==> config.mk <==
export PLATFORM = sky130hd
export DESIGN_NAME = soundex_code_encoder_core
export DESIGN_NICKNAME = d
export VERILOG_FILES = /design/src/rtl/sce_pkg.sv /design/src/rtl/sce_front.sv /design/src/rtl/sce_back.sv /design/src/rtl/soundex_code_encoder_core.sv
export VERILOG_INCLUDE_DIRS = /design/src /design/src/rtl
export SDC_FILE = /design/constraint.sdc
export NUM_CORES = 1
export LEC_CHECK = 0
export ABC_AREA = 1
export ABC_CLOCK_PERIOD_IN_PS = 2700
export CAP_MARGIN = 20
export CORE_MARGIN = 2
export CORE_UTILIZATION = 45
export CTS_BUF_LIST = sky130_fd_sc_hd__clkbuf_4
export CTS_CLUSTER_SIZE = 14
export DETAILED_ROUTE_END_ITERATION = 6
export DONT_BUFFER_PORTS = 1
export SKIP_LAST_GASP = 1
export SYNTH_ARGS = -nofsm -noshare
export SYNTH_HDL_FRONTEND = slang
export SYNTH_SLANG_ARGS = --single-unit
==> constraint.sdc <==
create_clock -name clk_i -period 2.7 [get_ports clk_i]
set_input_delay 0.135 -clock clk_i [delete_from_list [all_inputs] [get_ports clk_i]]
set_output_delay 0.135 -clock clk_i [all_outputs]
set_load 0.02 [all_outputs]
==> src/rtl/assert_macros.svh <==
// ----------------------------------------------------------------------------
// assert_macros.svh
// concurrent assertion helpers, empty for synthesis
// ----------------------------------------------------------------------------
`ifndef ASSERT_MACROS_SVH
`define ASSERT_MACROS_SVH

`ifndef SYNTHESIS
// property must hold at every clock edge outside reset
`define ASSERT_CLK(lbl, clk, rstn, prop, msg) \
  lbl: assert property (@(posedge clk) disable iff (!rstn) (prop)) else $error(msg);
// condition must never be seen outside reset
`define ASSERT_NEVER(lbl, clk, rstn, cond, msg) \
  lbl: assert property (@(posedge clk) disable iff (!rstn) !(cond)) else $error(msg);
`else
`define ASSERT_CLK(lbl, clk, rstn, prop, msg)
`define ASSERT_NEVER(lbl, clk, rstn, cond, msg)
`endif

`endif

==> src/rtl/sce_pkg.sv <==
// ----------------------------------------------------------------------------
// sce_pkg
// shared types, constants and the letter code table of the soundex encoder
// ----------------------------------------------------------------------------
package sce_pkg;

  localparam int CODE_LENGTH   = 4;
  localparam int NUM_DIGITS    = CODE_LENGTH - 1;
  localparam int REPORT_DIGITS = (NUM_DIGITS < 3) ? NUM_DIGITS : 3;
  localparam int CNT_W         = $clog2(NUM_DIGITS + 1);
  localparam int QUEUE_DEPTH   = 2;

  localparam logic [4:0] IDX_H = 5'd7;
  localparam logic [4:0] IDX_W = 5'd22;
  localparam logic [7:0] CHAR_UPPER_A = 8'h41;
  localparam logic [7:0] CHAR_UPPER_Z = 8'h5A;
  localparam logic [7:0] CHAR_LOWER_A = 8'h61;
  localparam logic [7:0] CHAR_LOWER_Z = 8'h7A;

  // classified word in the queue between front and back
  typedef struct packed {
    logic       is_letter;
    logic [4:0] idx;
    logic [2:0] code;
    logic       eos;
  } sce_item_t;

  typedef struct packed {
    logic [7:0] first_letter;
    logic [2:0] digit_one;
    logic [2:0] digit_two;
    logic [2:0] digit_three;
    logic       is_empty;
  } sce_result_t;

  // soundex digit of letter index 0..25
  function automatic logic [2:0] code_of(input logic [4:0] idx);
    logic [2:0] c;
    case (idx)
      5'd1, 5'd5, 5'd15, 5'd21:                       c = 3'd1;
      5'd2, 5'd6, 5'd9, 5'd10, 5'd16, 5'd18, 5'd23, 5'd25: c = 3'd2;
      5'd3, 5'd19:                                    c = 3'd3;
      5'd11:                                          c = 3'd4;
      5'd12, 5'd13:                                   c = 3'd5;
      5'd17:                                          c = 3'd6;
      default:                                        c = 3'd0;
    endcase
    return c;
  endfunction

  function automatic logic is_hw(input logic [4:0] idx);
    return (idx == IDX_H) || (idx == IDX_W);
  endfunction

endpackage

==> src/rtl/sce_front.sv <==
// ----------------------------------------------------------------------------
// sce_front
// classifies incoming bytes and buffers them in a two-entry queue
// ----------------------------------------------------------------------------
module sce_front (
  input  logic              clk_i,
  input  logic              rst_ni,
  input  logic              s_valid_i,
  output logic              s_ready_o,
  input  logic [7:0]        char_i,
  input  logic              char_valid_i,
  input  logic              eos_i,
  output logic              q_valid_o,
  output sce_pkg::sce_item_t q_item_o,
  input  logic              q_pop_i
);
  import sce_pkg::*;

  localparam int PTR_W = $clog2(QUEUE_DEPTH);

  sce_item_t             entries_q [QUEUE_DEPTH];
  logic [PTR_W-1:0]      wr_ptr_q, wr_ptr_d;
  logic [PTR_W-1:0]      rd_ptr_q, rd_ptr_d;
  logic [PTR_W:0]        count_q, count_d;
  logic [7:0]            upper;
  logic                  letter;
  sce_item_t             item;
  logic                  push;

  always_comb begin
    upper = char_i;
    if (char_i >= CHAR_LOWER_A && char_i <= CHAR_LOWER_Z) begin
      upper = char_i - 8'd32;
    end
    letter         = char_valid_i && upper >= CHAR_UPPER_A && upper <= CHAR_UPPER_Z;
    item.is_letter = letter;
    item.idx       = 5'(upper - CHAR_UPPER_A);
    item.code      = code_of(item.idx);
    item.eos       = eos_i;
  end

  assign s_ready_o = (count_q != (PTR_W+1)'(QUEUE_DEPTH));
  // words that neither add a letter nor close the string are dropped here
  assign push      = s_valid_i && s_ready_o && (letter || eos_i);
  assign q_valid_o = (count_q != '0);
  assign q_item_o  = entries_q[rd_ptr_q];

  always_comb begin
    wr_ptr_d = wr_ptr_q;
    rd_ptr_d = rd_ptr_q;
    count_d  = count_q;
    if (push) begin
      wr_ptr_d = wr_ptr_q + 1'b1;
    end
    if (q_pop_i) begin
      rd_ptr_d = rd_ptr_q + 1'b1;
    end
    if (push && !q_pop_i) begin
      count_d = count_q + 1'b1;
    end else if (!push && q_pop_i) begin
      count_d = count_q - 1'b1;
    end
  end

  always_ff @(posedge clk_i or negedge rst_ni) begin
    if (!rst_ni) begin
      wr_ptr_q <= '0;
      rd_ptr_q <= '0;
      count_q  <= '0;
    end else begin
      wr_ptr_q <= wr_ptr_d;
      rd_ptr_q <= rd_ptr_d;
      count_q  <= count_d;
    end
  end

  always_ff @(posedge clk_i) begin
    if (push) begin
      entries_q[wr_ptr_q] <= item;
    end
  end

endmodule

==> src/rtl/sce_back.sv <==
// ----------------------------------------------------------------------------
// sce_back
// soundex state update per letter and registered result output
// ----------------------------------------------------------------------------
module sce_back (
  input  logic                clk_i,
  input  logic                rst_ni,
  input  logic                q_valid_i,
  input  sce_pkg::sce_item_t  q_item_i,
  output logic                q_pop_o,
  output logic                m_valid_o,
  input  logic                m_ready_i,
  output sce_pkg::sce_result_t m_result_o
);
  import sce_pkg::*;

  logic             have_first_q, have_first_d;
  logic [4:0]       first_idx_q, first_idx_d;
  logic [2:0]       held_q [3];
  logic [2:0]       held_d [3];
  logic [CNT_W-1:0] cnt_q, cnt_d;
  logic             full_q, full_d;
  logic [2:0]       prev_q, prev_d;
  logic [4:0]       back_one_q, back_one_d;
  logic [4:0]       back_two_q, back_two_d;
  logic             seen_two_q, seen_two_d;
  logic             out_valid_q, out_valid_d;
  sce_result_t      out_q, out_d;
  logic             skip;
  logic             emit;

  // a closing word waits only if the output register cannot be freed
  assign q_pop_o    = q_valid_i && (!q_item_i.eos || !out_valid_q || m_ready_i);
  assign m_valid_o  = out_valid_q;
  assign m_result_o = out_q;

  always_comb begin
    have_first_d = have_first_q;
    first_idx_d  = first_idx_q;
    held_d       = held_q;
    cnt_d        = cnt_q;
    full_d       = full_q;
    prev_d       = prev_q;
    back_one_d   = back_one_q;
    back_two_d   = back_two_q;
    seen_two_d   = seen_two_q;
    out_valid_d  = out_valid_q && !m_ready_i;
    out_d        = out_q;
    skip         = 1'b0;
    emit         = 1'b0;

    if (q_pop_o && q_item_i.is_letter) begin
      if (!have_first_q) begin
        have_first_d = 1'b1;
        first_idx_d  = q_item_i.idx;
        prev_d       = q_item_i.code;
        back_one_d   = q_item_i.idx;
      end else if (!full_q) begin
        // h/w rule: letter after h or w merges with the one before it
        skip = seen_two_q && q_item_i.code != 3'd0 && is_hw(back_one_q) &&
               (code_of(back_two_q) == q_item_i.code || is_hw(back_two_q));
        if (!skip) begin
          emit = q_item_i.code != 3'd0 && q_item_i.code != prev_q;
          if (emit) begin
            for (int k = 0; k < 3; k++) begin
              if (k < REPORT_DIGITS && int'(cnt_q) == k) begin
                held_d[k] = q_item_i.code;
              end
            end
            cnt_d = cnt_q + 1'b1;
            if (int'(cnt_d) >= NUM_DIGITS) begin
              full_d = 1'b1;
            end
          end
          prev_d = q_item_i.code;
        end
        back_two_d = back_one_q;
        back_one_d = q_item_i.idx;
        seen_two_d = 1'b1;
      end
    end

    if (q_pop_o && q_item_i.eos) begin
      out_valid_d = 1'b1;
      if (have_first_d) begin
        out_d.first_letter = CHAR_UPPER_A + {3'b000, first_idx_d};
        out_d.digit_one    = held_d[0];
        out_d.digit_two    = held_d[1];
        out_d.digit_three  = held_d[2];
        out_d.is_empty     = 1'b0;
      end else begin
        out_d = '0;
        out_d.is_empty = 1'b1;
      end
      have_first_d = 1'b0;
      first_idx_d  = '0;
      held_d       = '{default: '0};
      cnt_d        = '0;
      full_d       = 1'b0;
      prev_d       = '0;
      back_one_d   = '0;
      back_two_d   = '0;
      seen_two_d   = 1'b0;
    end
  end

  always_ff @(posedge clk_i or negedge rst_ni) begin
    if (!rst_ni) begin
      have_first_q <= 1'b0;
      first_idx_q  <= '0;
      held_q       <= '{default: '0};
      cnt_q        <= '0;
      full_q       <= 1'b0;
      prev_q       <= '0;
      back_one_q   <= '0;
      back_two_q   <= '0;
      seen_two_q   <= 1'b0;
      out_valid_q  <= 1'b0;
    end else begin
      have_first_q <= have_first_d;
      first_idx_q  <= first_idx_d;
      held_q       <= held_d;
      cnt_q        <= cnt_d;
      full_q       <= full_d;
      prev_q       <= prev_d;
      back_one_q   <= back_one_d;
      back_two_q   <= back_two_d;
      seen_two_q   <= seen_two_d;
      out_valid_q  <= out_valid_d;
    end
  end

  always_ff @(posedge clk_i) begin
    out_q <= out_d;
  end

endmodule

==> src/rtl/soundex_code_encoder_core.sv <==
// ----------------------------------------------------------------------------
// soundex_code_encoder_core
// streaming soundex encoder, one byte per word, one code per string
// ----------------------------------------------------------------------------
// input stream: one string byte per word on tdata, tuser high when the byte
// is present, tlast on the final word of the string. a word with tuser low
// and tlast high closes the string without adding a byte.
// output stream: one word per string, sent for the word that carries tlast.
// tuser is set when the string held no letters, tdata is then zero.
// the front classifies each byte and parks it in a two-entry queue; the
// back updates the code state one word per cycle and fills an output
// register. throughput is one word per cycle while no closing word waits
// on a stalled receiver, limited by the single state update in the back.
// a closing word passes through the queue, then the output register.
// reset empties the queue, clears the code state and the output valid flag.
// while the receiver stalls a finished code stays in the output register,
// letters keep flowing, and only the next closing word waits; once the
// queue is full tready drops.
// ----------------------------------------------------------------------------
`include "assert_macros.svh"

module soundex_code_encoder_core (
  input  logic        clk_i,
  input  logic        rst_ni,
  input  logic        s_axis_tvalid_i,
  output logic        s_axis_tready_o,
  input  logic [7:0]  s_axis_tdata_i,  // [7:0] character
  input  logic        s_axis_tuser_i,  // [0] char_valid
  input  logic        s_axis_tlast_i,
  output logic        m_axis_tvalid_o,
  input  logic        m_axis_tready_i,
  output logic [23:0] m_axis_tdata_o,  // [7:0] first_letter, [10:8] digit_one,
                                       // [13:11] digit_two, [16:14] digit_three
  output logic        m_axis_tuser_o   // [0] is_empty
);
  import sce_pkg::*;

  logic        q_valid;
  sce_item_t   q_item;
  logic        q_pop;
  sce_result_t result;

  sce_front u_front (
    .clk_i        (clk_i),
    .rst_ni       (rst_ni),
    .s_valid_i    (s_axis_tvalid_i),
    .s_ready_o    (s_axis_tready_o),
    .char_i       (s_axis_tdata_i),
    .char_valid_i (s_axis_tuser_i),
    .eos_i        (s_axis_tlast_i),
    .q_valid_o    (q_valid),
    .q_item_o     (q_item),
    .q_pop_i      (q_pop)
  );

  sce_back u_back (
    .clk_i      (clk_i),
    .rst_ni     (rst_ni),
    .q_valid_i  (q_valid),
    .q_item_i   (q_item),
    .q_pop_o    (q_pop),
    .m_valid_o  (m_axis_tvalid_o),
    .m_ready_i  (m_axis_tready_i),
    .m_result_o (result)
  );

  assign m_axis_tdata_o = {7'd0, result.digit_three, result.digit_two,
                           result.digit_one, result.first_letter};
  assign m_axis_tuser_o = result.is_empty;

  `ASSERT_NEVER(a_pop_empty, clk_i, rst_ni, q_pop && !q_valid, "pop from empty queue")
  `ASSERT_CLK(a_empty_zero, clk_i, rst_ni, (m_axis_tvalid_o && m_axis_tuser_o) |-> (m_axis_tdata_o == 24'd0), "empty code with data")
  `ASSERT_CLK(a_letter_range, clk_i, rst_ni, (m_axis_tvalid_o && !m_axis_tuser_o) |-> (m_axis_tdata_o[7:0] >= CHAR_UPPER_A && m_axis_tdata_o[7:0] <= CHAR_UPPER_Z), "first letter out of range")

endmodule
==> results.md, run 1 <==
* Status: finished clean
* Pre-Repair DR Iteration Count at 4
* Worst path required time at 2.98 ns
* Top_reg_cell synth: edfxtp_1
* Final Critical Period at 2.32 ns
* Avg WL per Cell at 13.2 µm
* CTS root buf: clkbuf_4
* Share of the synthesized area in the top cell type at 28.5%
* Initial antenna violation count at 0
* Core area at 8300 µm²
* Pwr Density at 1110 nW/µm²
* Vias at 2,757
* Drt drc at 0
* Area grow syn2layout at 8.29%
* Max Freq at 432 MHz
* Placer Congestion at 0.830
* Post-synth ARST share at 50.0%
* H-Tree Depth at 3
* Post-CTS Setup Repair Bufs at 0
* Final hold vios at 0
* Leakage Power at 0.00202 µW
* Clock buffer depth at 2
* Detail Route Antenna Nets at 0
* Max Fanout on Critical Path at 7
* Vias per inst at 4.97
* Sequential area share after synthesis at 52.3%
* Die H at 97.0 µm
* Period utilisation layout at 85.8%
* Clk sink count at 74
* First-pass GRT wire length at 12,900 µm
* Largest net degree at the start of global routing at 38
* Post-route setup TNS at 0 ns
* Top area cells in the synthesized netlist: edfxtp_1 (29%), dfrtp_1 (24%), nand2_1 (10%)
* Fillcell total at 781
* Die area at 9410 µm²
* Worst Path Arrival at 2.60 ns
* Hold Slack at 0.0534 ns
* Commonest cells post-synth: nand2_1 (107), inv_1 (60), nor2_1 (41)
* Dpl hpwl at 5270 µm
* Avg Inst Size Synth at 8.99 µm²
* Peak VDD IR at 0.000297 V
* Antenna diodes at 0
* Slew @ Worst Pin at 0.550 ns
* Insertion delay to the later sink of the worst-skew pair at 0.40 ns
* FP Rows at 33
* PortBufs at 0
* Final Skew at 0.0136 ns
* Worst-path clk slew at 0.10 ns
* CP Class: input pin to flop
* Io pins at 41
* Ratio of cells with drive above 1 in the final layout at 9.33%
* Dominant cell type by area after synthesis: edfxtp_1
* Post-synth EDFFs at 37
* Synthesized flop and latch total at 74
* Total grt overflow at 0
* Number of global-route vias before repair at 2,806
* Mapped Area at 3890 µm²
* Die width at 97.0 µm
* Final wirelength at 7310 µm
* Final net count at 477
* RSZ-0062 raised after global routing: no
* Initial Utilization at 46.9%
* Max-Slew Margin vs Limit at 63.0%
* Initial drt markers at 140
* TritonCTS clock tree: done
* Total of max-cap violations at 0
* Crit start category: input pin
* Total CTS buffers at 9
* Cell variety after synth at 39
* Hold Path Class: input pin to flop
* Final Slew Violations at 0
* Syn Inst Count at 433
* Synthesis warning total at 0
* Setup violations, final at 0
* CP Capture Type: flop
* Tot GR Track Use at 16.9%
* Most frequent cell after synthesis: nand2_1
## path summary, 6_finish.rpt
path	startpoint	slack, ns	cells past startpoint	to
worst max-delay path	s_axis_tdata_i[0]	0.38	15	u_front.count_q[1]$_DFFE_PN0P_
worst min-delay path	s_axis_tdata_i[2]	0.05	2	u_front.entries_q[1][1]$_DFFE_PP_
worst max register to register	u_front.rd_ptr_q$_DFFE_PN0P_	0.42	10	u_back.m_result_o[3]$_SDFFCE_PP0P_
worst min register to register	u_front.count_q[0]$_DFFE_PN0P_	0.48	1	u_front.count_q[0]$_DFFE_PN0P_
max in group asynchronous	rst_ni	2.31	2	u_back.back_two_q[2]$_DFFE_PN0P_
min in group asynchronous	rst_ni	0.18	2	u_back.held_q[5]$_DFF_PN0_
## layout by cell type (no fill, tap or decap), types with 2 or more instances in the layout
master	netlist	final
nand2_1	107	107
inv_1	60	60
nor2_1	41	41
dfrtp_1	37	37
edfxtp_1	37	37
nand3_1	25	25
o21ai_0	19	19
ha_1	17	17
nand4_1	12	12
a21oi_1	10	10
clkbuf_4	0	9
conb_1	1	8
nand2_2	6	6
o22ai_1	6	6
xor2_1	5	5
dlygate4sd3_1	0	5
buf_4	10	5
nand3b_1	4	4
inv_2	3	3
or2_2	3	3
o21ai_2	3	3
xnor2_1	3	3
bufinv_16	0	3
o21ai_1	2	2
o2111ai_1	2	2
nor3_1	2	2
clkinv_2	1	2
## power by group
part | internal (µW) | leakage [µW] | switching [µW]
sequential | 1660 | 0.000837 | 358
combinational | 586 | 0.00110 | 1260
clock | 459 | 0.0000894 | 374
total | 2700 | 0.00202 | 1990
## critical path, cell delays in order
cell	delay, ns
dlygate4sd3_1	0.54
inv_1	0.19
ha_1	0.23
nand2_1	0.08
inv_1	0.07
a21oi_1	0.06
nand2_1	0.09
inv_1	0.08
or2_2	0.27
nand3_1	0.12
inv_1	0.07
ha_1	0.30
a21oi_1	0.11
o21ai_0	0.11
xor2_1	0.15
## layout make-up
class	count	area (µm²)	share of cell area [%]
Clock buffer	9	67.6	1.60
Multi-Input combinational cell	286	1530	36.2
Tap cell	105	131	3.12
Clock inverter	6	106	2.52
Timing Repair Buffer	11	108	2.55
Sequential cell	74	2040	48.3
Inverter	64	241	5.73
## stage by stage
step / utilization (%) / std cells / total power (µW) / setup slack (ns) / instance area [µm²]
after floorplan: - / 440 / 3470 / 0.714 / 3920
after global placement: 47.9 / 534 / 3850 / 0.466 / 3970
after detailed placement: 47.9 / 534 / 3880 / 0.451 / 3970
after CTS: 50.8 / 555 / 4750 / 0.396 / 4220
after global routing: 50.8 / 555 / 5120 / 0.194 / 4220
final: 50.8 / 555 / 4690 / 0.384 / 4220
## routing by layer
metal / up-vias / track usage (%) / wire [µm]
met5: - / 0 / 0
met4: 0 / 6.61 / 121
met3: 8 / 4.62 / 222
met2: 48 / 29.1 / 3650
met1: 1283 / 20.1 / 3320
li1: 1418 / - / -
## state kept, by name (all words and copies together), names as in the netlist
| signal | cells |
|---|---|
| u_back.held_q | 9 |
| u_back.full_q | 1 |
| u_back.prev_q | 3 |
| u_back.m_result_o | 17 |
| u_back.seen_two_q | 1 |
| u_front.wr_ptr_q | 1 |
| u_back.m_valid_o | 1 |
| u_back.back_two_q | 5 |
| u_front.count_q | 2 |
| u_back.have_first_q | 1 |
| u_back.first_idx_q | 5 |
| u_back.back_one_q | 5 |
| u_front.rd_ptr_q | 1 |
| u_front.entries_q | 20 |
| u_back.cnt_q | 2 |
## cell families (layout without fill, tap and decap cells)
| group | count (synthesis) | count (layout) | share of synthesized area (%) |
|---|---|---|---|
| flip-flops | 74 | 74 | 52.3 |
| AO/OA/AOI/OAI | 47 | 47 | 7.46 |
| AND/OR/NAND/NOR | 205 | 205 | 23.4 |
| buffers and inverters | 80 | 90 | 9.19 |
| multiplexers | 1 | 1 | 0.257 |
| adder cells (fa/ha/maj) | 17 | 17 | 5.46 |
| other | 1 | 8 | 0.0963 |
| XOR/XNOR | 8 | 8 | 1.80 |
## what timing repair did
action	4_1_cts	5_1_grt
gates resized for setup	0	0
endpoints found under the setup margin	0	0
hold buffers	6	0
hold endpoints to repair	43	0
(Power assumes the default switching activity.)
==> run 2, diff against run 1 <==
--- a/config.mk
+++ b/config.mk
@@ -9,6 +9,7 @@
 export ABC_AREA = 1
 export ABC_CLOCK_PERIOD_IN_PS = 2700
 export CAP_MARGIN = 20
+export CORE_ASPECT_RATIO = 1.25
 export CORE_MARGIN = 2
 export CORE_UTILIZATION = 45
 export CTS_BUF_LIST = sky130_fd_sc_hd__clkbuf_4
==> run 2 against run 1 <==
  * Highest routed layer unchanged
  * Cell area down 0.89%
  * Worst setup slack worse by 0.0043 ns
  * Clock power fell by 22%
  * Register-to-register slack about the same
  * Via count grew 0.22%
  * Sequential cell count is the same
  * Cell count is 1.1% lower
  * Die area about the same
  * Count of clock-buffer cells in the layout grew 2
  * Non-clock buffer count rose by 2
  * Worst hold slack worse by 0.0032 ns
  * Largest cell class unchanged
==> results.md, run 2 (synthesized netlist as in run 1, its figures left out) <==
* Period utilisation layout at 85.9% (+0.16 points)
* Pwr Density at 1080 nW/µm² (-3.1%)
* Initial antenna violation count at 0 (unchanged)
* Tot GR Track Use at 17.1% (+0.21 points)
* Max Freq at 431 MHz (-0.19%)
* Post-route setup TNS at 0 ns (unchanged)
* Clk sink count at 74 (unchanged)
* Vias at 2,763 (+0.22%)
* Status: finished clean
* Most frequent cells in the layout: nand2_1 (107), inv_1 (60), nor2_1 (41)
* Final Skew at 0.00925 ns (-0.00436 ns)
* Avg WL per Cell at 12.9 µm (-2.0%)
* Metal3 WL at 212 µm (-4.5%)
* Largest net degree at the start of global routing at 38 (unchanged)
* Drt drc at 0 (unchanged)
* First-pass GRT wire length at 12,400 µm (-3.4%)
* Max FFs per register at 20 (unchanged)
* Vias per inst at 5.03 (+1.3%)
* Max-Slew Margin vs Limit at 57.6% (-5.4 points)
* Total CTS buffers at 9 (unchanged)
* Register area at 2040 µm² (unchanged)
* Placer Congestion at 0.861 (+3.7%)
* Total of max-cap violations at 0 (unchanged)
* H-Tree Depth at 3 (unchanged)
* Final Slew Violations at 0 (unchanged)
* PortBufs at 0 (unchanged)
* Initial Utilization at 46.7% (-0.19 points)
* Crit start category: input pin
* CP Capture Type: flop
* Setup violations, final at 0 (unchanged)
* Detail Route Antenna Nets at 0 (unchanged)
* M1 wire length at 2990 µm (-9.9%)
* Final wirelength at 7080 µm (-3.1%)
* Die area at 9420 µm² (about the same)
* Ratio of cells with drive above 1 in the final layout at 9.51% (+0.18 points)
* Pre-Repair DR Iteration Count at 5 (+1)
* Met2 routed WL at 3700 µm (+1.6%)
* Slew @ Worst Pin at 0.630 ns (+0.0804 ns)
* Leakage Power at 0.00201 µW (-0.47%)
* Hold Path Class: input pin to flop
* Most common cell after layout, fill and taps aside: nand2_1
* Antenna diodes at 0 (unchanged)
* Max Fanout on Critical Path at 7 (unchanged)
* Dpl hpwl at 5230 µm (-0.87%)
* FP Rows at 37 (+12%)
* Peak VDD IR at 0.000293 V (-1.6%)
* Die H at 108 µm (+11%)
* Area of the multi-input gates at 1530 µm² (unchanged)
* TritonCTS clock tree: done
* Placed cells at 527 (-1.3%)
* Insertion delay to the later sink of the worst-skew pair at 0.41 ns (about the same)
* CTS root buf: clkbuf_4
* Core area at 8330 µm² (+0.41%)
* Io pins at 41 (unchanged)
* Worst path required time at 3.00 ns (+0.02 ns)
* Design Area, Final at 4180 µm² (-0.89%)
* Final net count at 479 (+0.42%)
* Worst Path Arrival at 2.62 ns (+0.02 ns)
* Number of global-route vias before repair at 2,767 (-1.4%)
* Final hold vios at 0 (unchanged)
* Clock buffer depth at 2 (unchanged)
* Worst-path clk slew at 0.11 ns (about the same)
* CP Class: input pin to flop
* Die width at 87.2 µm (-10%)
* Reg with most FFs: u_front.entries_q
* Fillcell total at 784 (+0.38%)
* Final Non-Filler Cells at 549 (-1.1%)
* RSZ-0062 raised after global routing: no
* Final Critical Period at 2.32 ns (+0.00433 ns)
* Area grow syn2layout at 7.33%
* Placed Area at 3970 µm² (about the same)
* Total grt overflow at 0 (unchanged)
* Max layer used: met4
* Initial drt markers at 85 (-39%)
==> run 2: layout make-up <==
cell class,count,share of cell area [%]
timing repair buffer,13,2.99
multi-input combinational,286,36.5
inverter,64,5.78
sequential,74,48.7
clock inverter,4,1.11
tap,97,2.90
clock buffer,11,1.98
==> run 2: stage by stage <==
stage	worst slack [ns]	hold slack [ns]	total power, µW	utilization, %
after floorplan	0.714	-0.161	3470	-
after global placement	0.478	-0.159	3840	47.6
after detailed placement	0.445	-0.159	3870	47.6
after CTS	0.396	0.0175	4550	50.2
after global routing	0.168	0.0549	4920	50.2
final	0.379	0.0502	4510	50.2
==> run 2: final timing paths <==
check | depth (start not counted) | from | slack, ns | to
worst max-delay path | 15 | s_axis_tdata_i[0] | 0.38 | u_front.count_q[1]$_DFFE_PN0P_
worst min-delay path | 4 | s_axis_tlast_i | 0.05 | u_front.wr_ptr_q$_DFFE_PN0N_
worst max register to register | 13 | u_front.rd_ptr_q$_DFFE_PN0P_ | 0.43 | u_back.m_result_o[3]$_SDFFCE_PP0P_
worst min register to register | 2 | u_front.wr_ptr_q$_DFFE_PN0N_ | 0.49 | u_front.wr_ptr_q$_DFFE_PN0N_
max in group asynchronous | 2 | rst_ni | 2.28 | u_back.cnt_q[0]$_DFFE_PN0P_
min in group asynchronous | 2 | rst_ni | 0.23 | u_back.back_one_q[1]$_DFFE_PN0P_
==> run 2: repair_timing <==
item                                   in CTS  in global routing
endpoints found under the hold margin      45                  0
setup buffers                               0                  0
resized for setup                           0                  0
hold buffers                                7                  0
==> run 2: power breakdown <==
| part | internal [µW] | switching [µW] | total (µW) |
|---|---|---|---|
| Combinational | 594 | 1250 | 1840 |
| Sequential | 1660 | 355 | 2010 |
| Clock | 294 | 357 | 651 |
| Total | 2540 | 1960 | 4510 |
==> run 2: critical path, cell delays in order <==
cell and delay [ns]:
dlygate4sd3_1 0.53, inv_1 0.18, ha_1 0.26, nand2_1 0.09, inv_1 0.08, a21oi_1 0.06
nand2_1 0.08, inv_1 0.07, or2_2 0.27, nand3_1 0.11, inv_1 0.07, ha_1 0.30
a21oi_1 0.12, o21ai_0 0.11, xor2_1 0.15
==> run 2: per-layer routing <==
layer,vias to the layer above,GRT usage [%]
met5,-,0
met4,0,9.23
met3,14,3.05
met2,60,30.2
met1,1271,19.4
li1,1418,-
